### src/hw/rtl/cscan_pkg.sv
package cscan_pkg;

    localparam int MAX_REQUESTS_DEF = 32;
    localparam int CYL_BITS_DEF     = 16;

    localparam int CYL_W     = 16;
    localparam int POS_W     = 17;
    localparam int DISK_W    = 17;
    localparam int MOVE_W    = 22;
    localparam int CFG_IDX_W = 2;
    localparam int M_TDATA_W = 40;

    localparam logic [MOVE_W-1:0] MOVE_MAX   = '1;
    localparam logic [DISK_W-1:0] DISK_RESET = 17'd200;

    localparam logic [CFG_IDX_W-1:0] REG_DISK_CYLINDERS = 2'd0;
    localparam logic [CFG_IDX_W-1:0] REG_START_HEAD     = 2'd1;
    localparam logic [CFG_IDX_W-1:0] REG_SWEEP_RIGHT    = 2'd2;

    typedef enum logic [3:0] {
        ST_LOAD,
        ST_SORT_RD,
        ST_SORT_T,
        ST_SORT_CMP,
        ST_SORT_PUT,
        ST_SCAN_RD,
        ST_SCAN_CMP,
        ST_START,
        ST_SIDE,
        ST_DIFF,
        ST_ACC,
        ST_JUMP,
        ST_EMIT,
        ST_TOTAL
    } state_t;

    typedef enum logic [1:0] {
        PH_FIRST,
        PH_SWEEP,
        PH_JUMP,
        PH_SECOND
    } phase_t;

    typedef enum logic [2:0] {
        MV_HOLD,
        MV_START,
        MV_DIFF,
        MV_JUMP,
        MV_ACC
    } mv_op_t;

    typedef struct packed {
        mv_op_t             op;
        logic [POS_W-1:0]   tgt;
        logic [POS_W-1:0]   jump_dist;
    } mv_cmd_t;

endpackage

### src/hw/rtl/cscan_mvu.sv
module cscan_mvu (
    input  logic                           aclk,
    input  logic                           aresetn,
    input  cscan_pkg::mv_cmd_t             cmd,
    output logic [cscan_pkg::POS_W-1:0]    head,
    output logic [cscan_pkg::MOVE_W-1:0]   movement
);
    import cscan_pkg::*;

    localparam int SUM_W = MOVE_W + 1;

    logic [POS_W-1:0]  head_reg, head_next;
    logic [POS_W-1:0]  dist_reg, dist_next;
    logic [MOVE_W-1:0] mov_reg, mov_next;
    logic [SUM_W-1:0]  sum;

    always_comb begin
        head_next = head_reg;
        dist_next = dist_reg;
        mov_next  = mov_reg;
        sum       = {1'b0, mov_reg} + SUM_W'(dist_reg);
        case (cmd.op)
            MV_START: begin
                head_next = cmd.tgt;
                mov_next  = '0;
            end
            MV_DIFF: begin
                dist_next = (head_reg > cmd.tgt) ? head_reg - cmd.tgt : cmd.tgt - head_reg;
                head_next = cmd.tgt;
            end
            MV_JUMP: begin
                dist_next = cmd.jump_dist;
                head_next = cmd.tgt;
            end
            MV_ACC: begin
                mov_next = sum[MOVE_W] ? MOVE_MAX : sum[MOVE_W-1:0];
            end
            default: begin
            end
        endcase
    end

    always_ff @(posedge aclk) begin
        if (!aresetn) begin
            head_reg <= '0;
            mov_reg  <= '0;
        end else begin
            head_reg <= head_next;
            mov_reg  <= mov_next;
        end
        dist_reg <= dist_next;
    end

    assign head     = head_reg;
    assign movement = mov_reg;

endmodule

### src/hw/rtl/cscan_disk_scheduler_core.sv
// C-SCAN disk request scheduler. Requests stream in on s_ one per cycle and are held
// in an on-chip store of MAX_REQUESTS entries; extra requests are dropped and flagged on
// every result of that batch. The request with s_tlast closes the batch: the block then
// stops taking input, insertion-sorts the store in place through its single read and
// single write port, finds the split at start_head with a scan of the sorted store,
// and serves each stored cylinder in turn (ST_SIDE, ST_DIFF, ST_ACC, ST_EMIT) through one
// shared distance and saturating-accumulate unit, with extra steps for the sweep to the
// disk end and the jump, and to start and to close with the total.
// One result per stored request comes out on m_, then a total result with m_tlast high.
// The output register lets serving go on while a result waits on m_tready; s_tready
// returns once the total result is loaded. Configuration writes are taken at any time
// on the cfg_ channel and should be made only while no batch is being served.
module cscan_disk_scheduler_core #(
    parameter int MAX_REQUESTS = cscan_pkg::MAX_REQUESTS_DEF,
    parameter int CYL_BITS     = cscan_pkg::CYL_BITS_DEF
) (
    input  logic                               aclk,
    input  logic                               aresetn,
    input  logic [cscan_pkg::CYL_W-1:0]        s_tdata,   // cylinder
    input  logic                               s_tlast,   // last_request
    input  logic                               s_tvalid,
    output logic                               s_tready,
    output logic [cscan_pkg::M_TDATA_W-1:0]    m_tdata,   // served_cylinder, movement, zero pad
    output logic [1:0]                         m_tuser,   // is_total, dropped
    output logic                               m_tlast,   // end_of_run
    output logic                               m_tvalid,
    input  logic                               m_tready,
    input  logic                               cfg_valid,
    output logic                               cfg_ready,
    input  logic [cscan_pkg::CFG_IDX_W-1:0]    cfg_index,
    input  logic [cscan_pkg::DISK_W-1:0]       cfg_data
);
    import cscan_pkg::*;

    localparam int IDX_W = $clog2(MAX_REQUESTS);
    localparam int CNT_W = $clog2(MAX_REQUESTS + 1);
    localparam logic [CNT_W-1:0] N_MAX = CNT_W'(MAX_REQUESTS);
    localparam logic [CYL_W-1:0] CYL_MASK =
        (CYL_BITS >= CYL_W) ? '1 : CYL_W'((1 << CYL_BITS) - 1);
    localparam logic [DISK_W-1:0] DISK_MASK =
        (CYL_BITS >= DISK_W - 1) ? '1 : DISK_W'((1 << (CYL_BITS + 1)) - 1);
    localparam logic [DISK_W:0] DISK_LIM =
        (CYL_BITS >= DISK_W) ? '1 : (DISK_W + 1)'(1 << CYL_BITS);

    // config
    logic [DISK_W-1:0] disk_reg;
    logic [CYL_W-1:0]  sh_reg;
    logic              dir_reg;

    // request store
    logic [CYL_W-1:0] store_mem [MAX_REQUESTS];
    logic             mem_we;
    logic [IDX_W-1:0] mem_waddr, mem_raddr;
    logic [CYL_W-1:0] mem_wdata, rd_data_reg;

    // sequencer
    state_t           state_reg, state_next;
    phase_t           phase_reg, phase_next;
    logic [CNT_W-1:0] cnt_reg, cnt_next;
    logic             ovf_reg, ovf_next;
    logic [CNT_W-1:0] i_reg, i_next;
    logic [IDX_W-1:0] j_reg, j_next;
    logic [CYL_W-1:0] t_reg, t_next;
    logic [CNT_W-1:0] k_reg, k_next;
    logic [CNT_W-1:0] p_reg, p_next;
    logic [IDX_W-1:0] idx_reg, idx_next;
    logic [CNT_W-1:0] left_reg, left_next;
    logic [CNT_W-1:0] n_new;

    // output register
    logic              m_valid_reg, m_valid_next;
    logic [CYL_W-1:0]  m_cyl_reg;
    logic [MOVE_W-1:0] m_mov_reg;
    logic              m_total_reg, m_drop_reg;
    logic              out_load, out_total, out_free;

    // move unit
    mv_cmd_t           cmd;
    logic [POS_W-1:0]  head;
    logic [MOVE_W-1:0] movement;

    logic [DISK_W:0]   disk_ext, disk_eff, disk_m1;
    logic [POS_W-1:0]  top_pos;
    logic [IDX_W-1:0]  idx_step;

    cscan_mvu u_mvu (
        .aclk     (aclk),
        .aresetn  (aresetn),
        .cmd      (cmd),
        .head     (head),
        .movement (movement)
    );

    assign cfg_ready = 1'b1;

    always_ff @(posedge aclk) begin
        if (!aresetn) begin
            disk_reg <= DISK_RESET;
            sh_reg   <= '0;
            dir_reg  <= 1'b1;
        end else if (cfg_valid) begin
            case (cfg_index)
                REG_DISK_CYLINDERS: disk_reg <= cfg_data & DISK_MASK;
                REG_START_HEAD:     sh_reg   <= cfg_data[CYL_W-1:0] & CYL_MASK;
                REG_SWEEP_RIGHT:    dir_reg  <= cfg_data[0];
                default: begin
                end
            endcase
        end
    end

    assign disk_ext = {1'b0, disk_reg};
    assign disk_eff = (disk_reg == '0) ? (DISK_W + 1)'(1)
                    : ((disk_ext > DISK_LIM) ? DISK_LIM : disk_ext);
    assign disk_m1  = disk_eff - (DISK_W + 1)'(1);
    assign top_pos  = disk_m1[POS_W-1:0];
    assign idx_step = dir_reg ? idx_reg + IDX_W'(1) : idx_reg - IDX_W'(1);

    always_ff @(posedge aclk) begin
        if (mem_we) begin
            store_mem[mem_waddr] <= mem_wdata;
        end
        rd_data_reg <= store_mem[mem_raddr];
    end

    assign s_tready = (state_reg == ST_LOAD);
    assign out_free = !m_valid_reg || m_tready;

    always_comb begin
        state_next = state_reg;
        phase_next = phase_reg;
        cnt_next   = cnt_reg;
        ovf_next   = ovf_reg;
        i_next     = i_reg;
        j_next     = j_reg;
        t_next     = t_reg;
        k_next     = k_reg;
        p_next     = p_reg;
        idx_next   = idx_reg;
        left_next  = left_reg;
        n_new      = cnt_reg;
        mem_we     = 1'b0;
        mem_waddr  = j_reg;
        mem_wdata  = t_reg;
        mem_raddr  = idx_reg;
        out_load   = 1'b0;
        out_total  = 1'b0;
        cmd.op        = MV_HOLD;
        cmd.tgt       = '0;
        cmd.jump_dist = '0;
        case (state_reg)
            ST_LOAD: begin
                if (s_tvalid) begin
                    if (cnt_reg < N_MAX) begin
                        mem_we    = 1'b1;
                        mem_waddr = cnt_reg[IDX_W-1:0];
                        mem_wdata = s_tdata & CYL_MASK;
                        cnt_next  = cnt_reg + CNT_W'(1);
                        n_new     = cnt_reg + CNT_W'(1);
                    end else begin
                        ovf_next = 1'b1;
                    end
                    if (s_tlast) begin
                        i_next = CNT_W'(1);
                        k_next = '0;
                        p_next = '0;
                        state_next = (n_new > CNT_W'(1)) ? ST_SORT_RD : ST_SCAN_RD;
                    end
                end
            end
            ST_SORT_RD: begin
                mem_raddr  = i_reg[IDX_W-1:0];
                state_next = ST_SORT_T;
            end
            ST_SORT_T: begin
                t_next     = rd_data_reg;
                j_next     = i_reg[IDX_W-1:0];
                mem_raddr  = i_reg[IDX_W-1:0] - IDX_W'(1);
                state_next = ST_SORT_CMP;
            end
            ST_SORT_CMP: begin
                mem_we    = 1'b1;
                mem_waddr = j_reg;
                if (rd_data_reg > t_reg) begin
                    mem_wdata = rd_data_reg;
                    j_next    = j_reg - IDX_W'(1);
                    mem_raddr = j_reg - IDX_W'(2);
                    if (j_reg == IDX_W'(1)) begin
                        state_next = ST_SORT_PUT;
                    end
                end else begin
                    mem_wdata = t_reg;
                    i_next    = i_reg + CNT_W'(1);
                    k_next    = '0;
                    p_next    = '0;
                    state_next = (i_reg + CNT_W'(1) == cnt_reg) ? ST_SCAN_RD : ST_SORT_RD;
                end
            end
            ST_SORT_PUT: begin
                mem_we    = 1'b1;
                mem_waddr = '0;
                mem_wdata = t_reg;
                i_next    = i_reg + CNT_W'(1);
                k_next    = '0;
                p_next    = '0;
                state_next = (i_reg + CNT_W'(1) == cnt_reg) ? ST_SCAN_RD : ST_SORT_RD;
            end
            ST_SCAN_RD: begin
                mem_raddr  = k_reg[IDX_W-1:0];
                state_next = ST_SCAN_CMP;
            end
            ST_SCAN_CMP: begin
                if (rd_data_reg < sh_reg) begin
                    p_next = k_reg + CNT_W'(1);
                    k_next = k_reg + CNT_W'(1);
                    state_next = (k_reg + CNT_W'(1) == cnt_reg) ? ST_START : ST_SCAN_RD;
                end else begin
                    p_next     = k_reg;
                    state_next = ST_START;
                end
            end
            ST_START: begin
                cmd.op     = MV_START;
                cmd.tgt    = {1'b0, sh_reg};
                phase_next = PH_FIRST;
                if (dir_reg) begin
                    idx_next  = p_reg[IDX_W-1:0];
                    left_next = cnt_reg - p_reg;
                end else begin
                    idx_next  = p_reg[IDX_W-1:0] - IDX_W'(1);
                    left_next = p_reg;
                end
                state_next = ST_SIDE;
            end
            ST_SIDE: begin
                if (left_reg != '0) begin
                    mem_raddr  = idx_reg;
                    idx_next   = idx_step;
                    left_next  = left_reg - CNT_W'(1);
                    state_next = ST_DIFF;
                end else if (phase_reg == PH_FIRST) begin
                    phase_next = PH_SWEEP;
                    state_next = ST_DIFF;
                end else begin
                    state_next = ST_TOTAL;
                end
            end
            ST_DIFF: begin
                cmd.op = MV_DIFF;
                if (phase_reg == PH_SWEEP) begin
                    cmd.tgt = dir_reg ? top_pos : '0;
                end else begin
                    cmd.tgt = {1'b0, rd_data_reg};
                end
                state_next = ST_ACC;
            end
            ST_ACC: begin
                cmd.op = MV_ACC;
                case (phase_reg)
                    PH_SWEEP: begin
                        state_next = ST_JUMP;
                    end
                    PH_JUMP: begin
                        phase_next = PH_SECOND;
                        if (dir_reg) begin
                            idx_next  = '0;
                            left_next = p_reg;
                        end else begin
                            idx_next  = cnt_reg[IDX_W-1:0] - IDX_W'(1);
                            left_next = cnt_reg - p_reg;
                        end
                        state_next = ST_SIDE;
                    end
                    default: begin
                        state_next = ST_EMIT;
                    end
                endcase
            end
            ST_JUMP: begin
                cmd.op        = MV_JUMP;
                cmd.jump_dist = top_pos;
                cmd.tgt       = dir_reg ? '0 : top_pos;
                phase_next    = PH_JUMP;
                state_next    = ST_ACC;
            end
            ST_EMIT: begin
                if (out_free) begin
                    out_load   = 1'b1;
                    state_next = ST_SIDE;
                end
            end
            ST_TOTAL: begin
                if (out_free) begin
                    out_load   = 1'b1;
                    out_total  = 1'b1;
                    cnt_next   = '0;
                    ovf_next   = 1'b0;
                    state_next = ST_LOAD;
                end
            end
            default: begin
                state_next = ST_LOAD;
            end
        endcase
    end

    always_comb begin
        m_valid_next = out_load || (m_valid_reg && !m_tready);
    end

    always_ff @(posedge aclk) begin
        if (!aresetn) begin
            state_reg   <= ST_LOAD;
            cnt_reg     <= '0;
            ovf_reg     <= 1'b0;
            m_valid_reg <= 1'b0;
        end else begin
            state_reg   <= state_next;
            cnt_reg     <= cnt_next;
            ovf_reg     <= ovf_next;
            m_valid_reg <= m_valid_next;
        end
        phase_reg <= phase_next;
        i_reg     <= i_next;
        j_reg     <= j_next;
        t_reg     <= t_next;
        k_reg     <= k_next;
        p_reg     <= p_next;
        idx_reg   <= idx_next;
        left_reg  <= left_next;
        if (out_load) begin
            m_cyl_reg   <= head[CYL_W-1:0];
            m_mov_reg   <= movement;
            m_total_reg <= out_total;
            m_drop_reg  <= ovf_reg;
        end
    end

    assign m_tvalid = m_valid_reg;
    assign m_tdata  = {{(M_TDATA_W - MOVE_W - CYL_W){1'b0}}, m_mov_reg, m_cyl_reg};
    assign m_tuser  = {m_drop_reg, m_total_reg};
    assign m_tlast  = m_total_reg;

    a_cnt_bound: assert property (@(posedge aclk) disable iff (!aresetn)
        cnt_reg <= N_MAX)
        else $error("request count beyond store depth");

    a_close_batch: assert property (@(posedge aclk) disable iff (!aresetn)
        (s_tvalid && s_tready && s_tlast) |=> !s_tready)
        else $error("input still open after last request");

    a_left_bound: assert property (@(posedge aclk) disable iff (!aresetn)
        (state_reg == ST_SIDE) |-> (left_reg <= cnt_reg))
        else $error("side length beyond batch size");

endmodule
### config.mk
export PLATFORM = sky130hd
export DESIGN_NAME = cscan_disk_scheduler_core
export DESIGN_NICKNAME = d
export VERILOG_FILES = /design/src/hw/rtl/cscan_pkg.sv /design/src/hw/rtl/cscan_mvu.sv /design/src/hw/rtl/cscan_disk_scheduler_core.sv
export SDC_FILE = /design/constraint.sdc
export NUM_CORES = 1
export LEC_CHECK = 0
export BUFFER_PORTS_ARGS = -buffer_cell sky130_fd_sc_hd__buf_4
export CAP_MARGIN = 40
export CORE_MARGIN = 4
export CORE_UTILIZATION = 35
export CTS_BUF_LIST = sky130_fd_sc_hd__clkbuf_4 sky130_fd_sc_hd__clkbuf_8
export CTS_CLUSTER_SIZE = 16
export DETAILED_ROUTE_END_ITERATION = 16
export HOLD_SLACK_MARGIN = 0.05
export RECOVER_POWER = 50
export SYNTH_ARGS = -nofsm -noshare
export SYNTH_HDL_FRONTEND = slang
export SYNTH_HIERARCHICAL = 1
export SYNTH_SLANG_ARGS = --single-unit
export TNS_END_PERCENT = 30
### constraint.sdc
create_clock -name aclk -period 5.1 [get_ports aclk]
set_input_delay 0.51 -clock aclk [delete_from_list [all_inputs] [get_ports aclk]]
set_output_delay 0.51 -clock aclk [all_outputs]
set_load 0.02 [all_outputs]
==> metrics.yaml <==
timing:
  setup_tns_ns: 0
  clock.fmax_mhz: 205
  timing.hold.ws_ns: 0.116
  tightest_slew_ns: 2.28
  slew_headroom: -0.518
  finalHoldViolCount: 0
  setup_ws_ns: 0.226
  fin_crit_sh: 0.956
  setup_viol_count_final: 0
  slew_violations: 41
  fin_crit_ns: 4.87
  skew_ns: 0.0444
critical_path:
  reg2reg_depth: 23
  crit_family: "simple AND/OR/NAND/NOR gates"
  path_class: "reg -> reg"
  path_depth: 23
  worstPathArrival_ns: 5.35
  crit_path_end_kind: "flip-flop"
  slowest_stage: "or4_1"
  crit_required_ns: 5.57
  rr_startpoint: "disk_reg[9]"
  r2r_slack_ns: 0.23
  cp-endpoint: "u_mvu/dist_reg[15]"
  startpoint: "disk_reg[9]"
  path_buf_inv: 5
  cp_max_fo: 9
  crit_path_cell_trace: "or4_1, nor4_2, buf_4, and3_1, nor2_1, nor2_1, inv_2, ha_4, o21ai_0, a22oi_1, o21ai_2, inv_1, ha_1, a211o_1, or3_4, o211ai_4, a211oi_4, buf_6, buf_4, nor4b_2, o31ai_1, xnor2_1, o21ai_1"
  timing.rr.end: "u_mvu/dist_reg[15]"
  cp-start-kind: "flip-flop"
  critPathMaxStageDelay_ns: 0.56
placed_design:
  pre_cts_slack_ns: 0.0352
  place.gp.congestion: 0.872
  portBuffers: 83
  placement.cell_area_um2: 37400
  detailedPlacementHpwl_um: 65100
grt:
  grt_usage: 0.186
  grt_max_degree: 92
  grt_pass1_vias: 23384
  antenna_found_initial: 5
  grt_first_pass_wirelength_um: 147000
  grt-ovfl-total: 0
die:
  floorplan.initialDensity: 0.352
  die_x_um: 320
  core_area_um2: 96700
  ioPinCount: 87
  rows: 114
  die_h_um: 320
  die_area_um2: 102000
clock_network:
  cts.path.max_buffers: 3
  clock_sinks: 716
  cts_buffers: 114
  clockRootBuffer: "clkbuf_8"
  cts.clk_slew.worst_paths_ns: 0.06
  cts_tree: "done"
  clk-insertion-delay-late_ns: 0.78
  cts_htree_levels: 3
routing:
  vias: 24433
  first_iter_violations: 2223
  wirelength_um: 98700
  viasPerCell: 5.40
  remaining_drc_errors: 0
  postRouteAntennaNets: 0
  drt-pass1-iter-count: 7
  avgRoutedWirePerCell_um: 21.8
final_layout:
  nNetsFinal: 3292
  synthToLayoutAreaGrowth_pct: 17.2
  fillerInstances: 9185
  final_area_um2: 39900
  largest_reg_flops: 512
  final_util: 0.413
  drive_above_1_share: 0.155
yosys:
  yosysUniqueCellTypes: 96
  synth_warnings: 6
  yosysSeqAreaShare: 0.601
  yosysTopAreaCellShare: 0.542
  synth_cells: 2884
  synth-edff-count: 615
  synthFlopType: "edfxtp_1"
  syn_area_um2: 34100
  ys_top_cells_by_area: "edfxtp_1 54%, dfxtp_1 5.9%, ha_1 3.9%"
  yosys_register_bits: 716
  synth_area_per_cell_um2: 11.8
  async_flop_share: 0
  yosysTopAreaCell: "edfxtp_1"
pwr:
  clkPwrFrac: 0.213
  switching_share: 0.406
  leakagePower_nw: 14.6
  power_per_cell_area_nw_per_um2: 624
  intPower_mw: 14.8
  seqPwrFrac: 0.321
  netSwitchingPower_mw: 10.1
  combPwrFrac: 0.466
  ir_drop_mv: 0.563
outcome:
  failed_checks: "max-capacitance violations, max-slew violations"
  outcome: "complete, but fails checks"
job:
  cap_viol_max_count: 1
worst_hold_path:
  hold_path.class: "in -> reg"
[power groups by stage]
stage | Sequential, mW | Combinational, mW | Clock, mW
final | 8.01 | 11.6 | 5.31
after global routing | 8.05 | 12.5 | 5.70
after CTS | 8.00 | 11.7 | 5.43
after detailed placement | 8.12 | 11.6 | 0
after global placement | 8.12 | 11.5 | 0
after floorplan | 7.98 | 7.02 | 0
[kinds of logic after synthesis]
group / count (synthesis) / share of synthesized area
AOI/OAI and AO/OA: 801 / 0.162
xor gates and xnor gates: 76 / 0.0195
adders and majority gates: 110 / 0.0415
buffers and inverters: 290 / 0.0358
DFF: 716 / 0.601
muxes: 89 / 0.0266
other: 2 / 0.000220
and+or+nand+nor: 800 / 0.113
[area by class of cell]
cell class / instances / area, um2 / area share
inverters: 110 / 413 / 0.0103
flip-flops and latches: 716 / 20500 / 0.513
clock buffers: 156 / 1970 / 0.0492
repair buffers: 320 / 2350 / 0.0589
diodes: 3 / 7.51 / 0.000188
multi-input cells: 1879 / 12600 / 0.315
clock inverters: 61 / 531 / 0.0133
well taps: 1276 / 1600 / 0.0400
[cells in the final DEF (no fill, tap or decap), drive strengths merged, types with 38 or more instances in the layout]
cell / n
clkinv: 49
xnor2: 43
a21oi: 124
a21boi: 50
dfxtp: 101
a22oi: 42
ha: 105
o21ai: 209
mux2i: 82
a21o: 62
a221oi: 38
edfxtp: 615
a211oi: 70
nand2: 270
buf: 213
clkbuf: 246
and3: 132
nor2: 153
inv: 112
nand3: 101
[worst min path at each step]
stage | from | endpoint | slack (ns) | depth (start not counted)
5_1_grt | cfg_index[0] | disk_reg[2] | 0.10 | 4
3_3_place_gp | ovf_reg | m_drop_reg | 0.42 | 0
6_report | cfg_index[0] | disk_reg[2] | 0.12 | 4
4_1_cts | cfg_index[1] | disk_reg[2] | 0.05 | 4
3_5_place_dp | ovf_reg | m_drop_reg | 0.42 | 0
2_1_floorplan | ovf_reg | m_drop_reg | 0.41 | 0
[per-layer routing]
layer | track usage | wire [um]
met1 | 0.250 | 43000
met2 | 0.301 | 45800
met3 | 0.0415 | 6850
met4 | 0.0566 | 2950
met5 | 0 | 36
[tightest hold or removal path, delay by kind of cell]
| family | cells | cell delay, ns |
|---|---|---|
| AND/OR/NAND/NOR | 2 | 0.12 |
| AO/OA/AOI/OAI | 1 | 0.06 |
| buffers and inverters | 1 | 0.11 |
[synthesized netlist by cell type (8+ instances only)]
library cell / number
edfxtp_1: 615
nand2_1: 268
o21ai_0: 201
nor2_1: 153
and3_1: 132
a21oi_1: 123
clkbuf_1: 120
inv_1: 109
ha_1: 105
dfxtp_1: 101
nand3_1: 101
mux2i_1: 82
a211oi_1: 69
a21o_1: 62
a21boi_0: 50
xnor2_1: 43
a22oi_1: 42
a221oi_1: 37
buf_2: 35
xor2_1: 33
a2bb2oi_1: 30
nor3_1: 30
o22ai_1: 27
nor2b_1: 24
a22o_1: 19
and2_1: 15
nand2b_1: 15
a31oi_1: 14
a2111oi_2: 13
buf_4: 13
nand4_1: 13
o311ai_0: 11
o21a_1: 10
o221ai_1: 10
o211ai_1: 9
o21ai_1: 8
[through the flow]
stage | instances | power [mW]
floorplan | 2885 | 15.0
global placement | 4264 | 19.6
detailed placement | 4275 | 19.7
CTS | 4509 | 25.1
global route | 4518 | 26.3
finish | 4521 | 24.9
[repair_timing]
| item | in CTS | in global routing |
|---|---|---|
| resized for setup | 0 | 32 |
| endpoints found under the hold margin | 34 | 0 |
| setup buffers | 0 | 7 |
| setup endpoints to repair | 0 | 13 |
| hold buffers | 17 | 0 |
No activity file was read; power rests on OpenSTA's default activity.
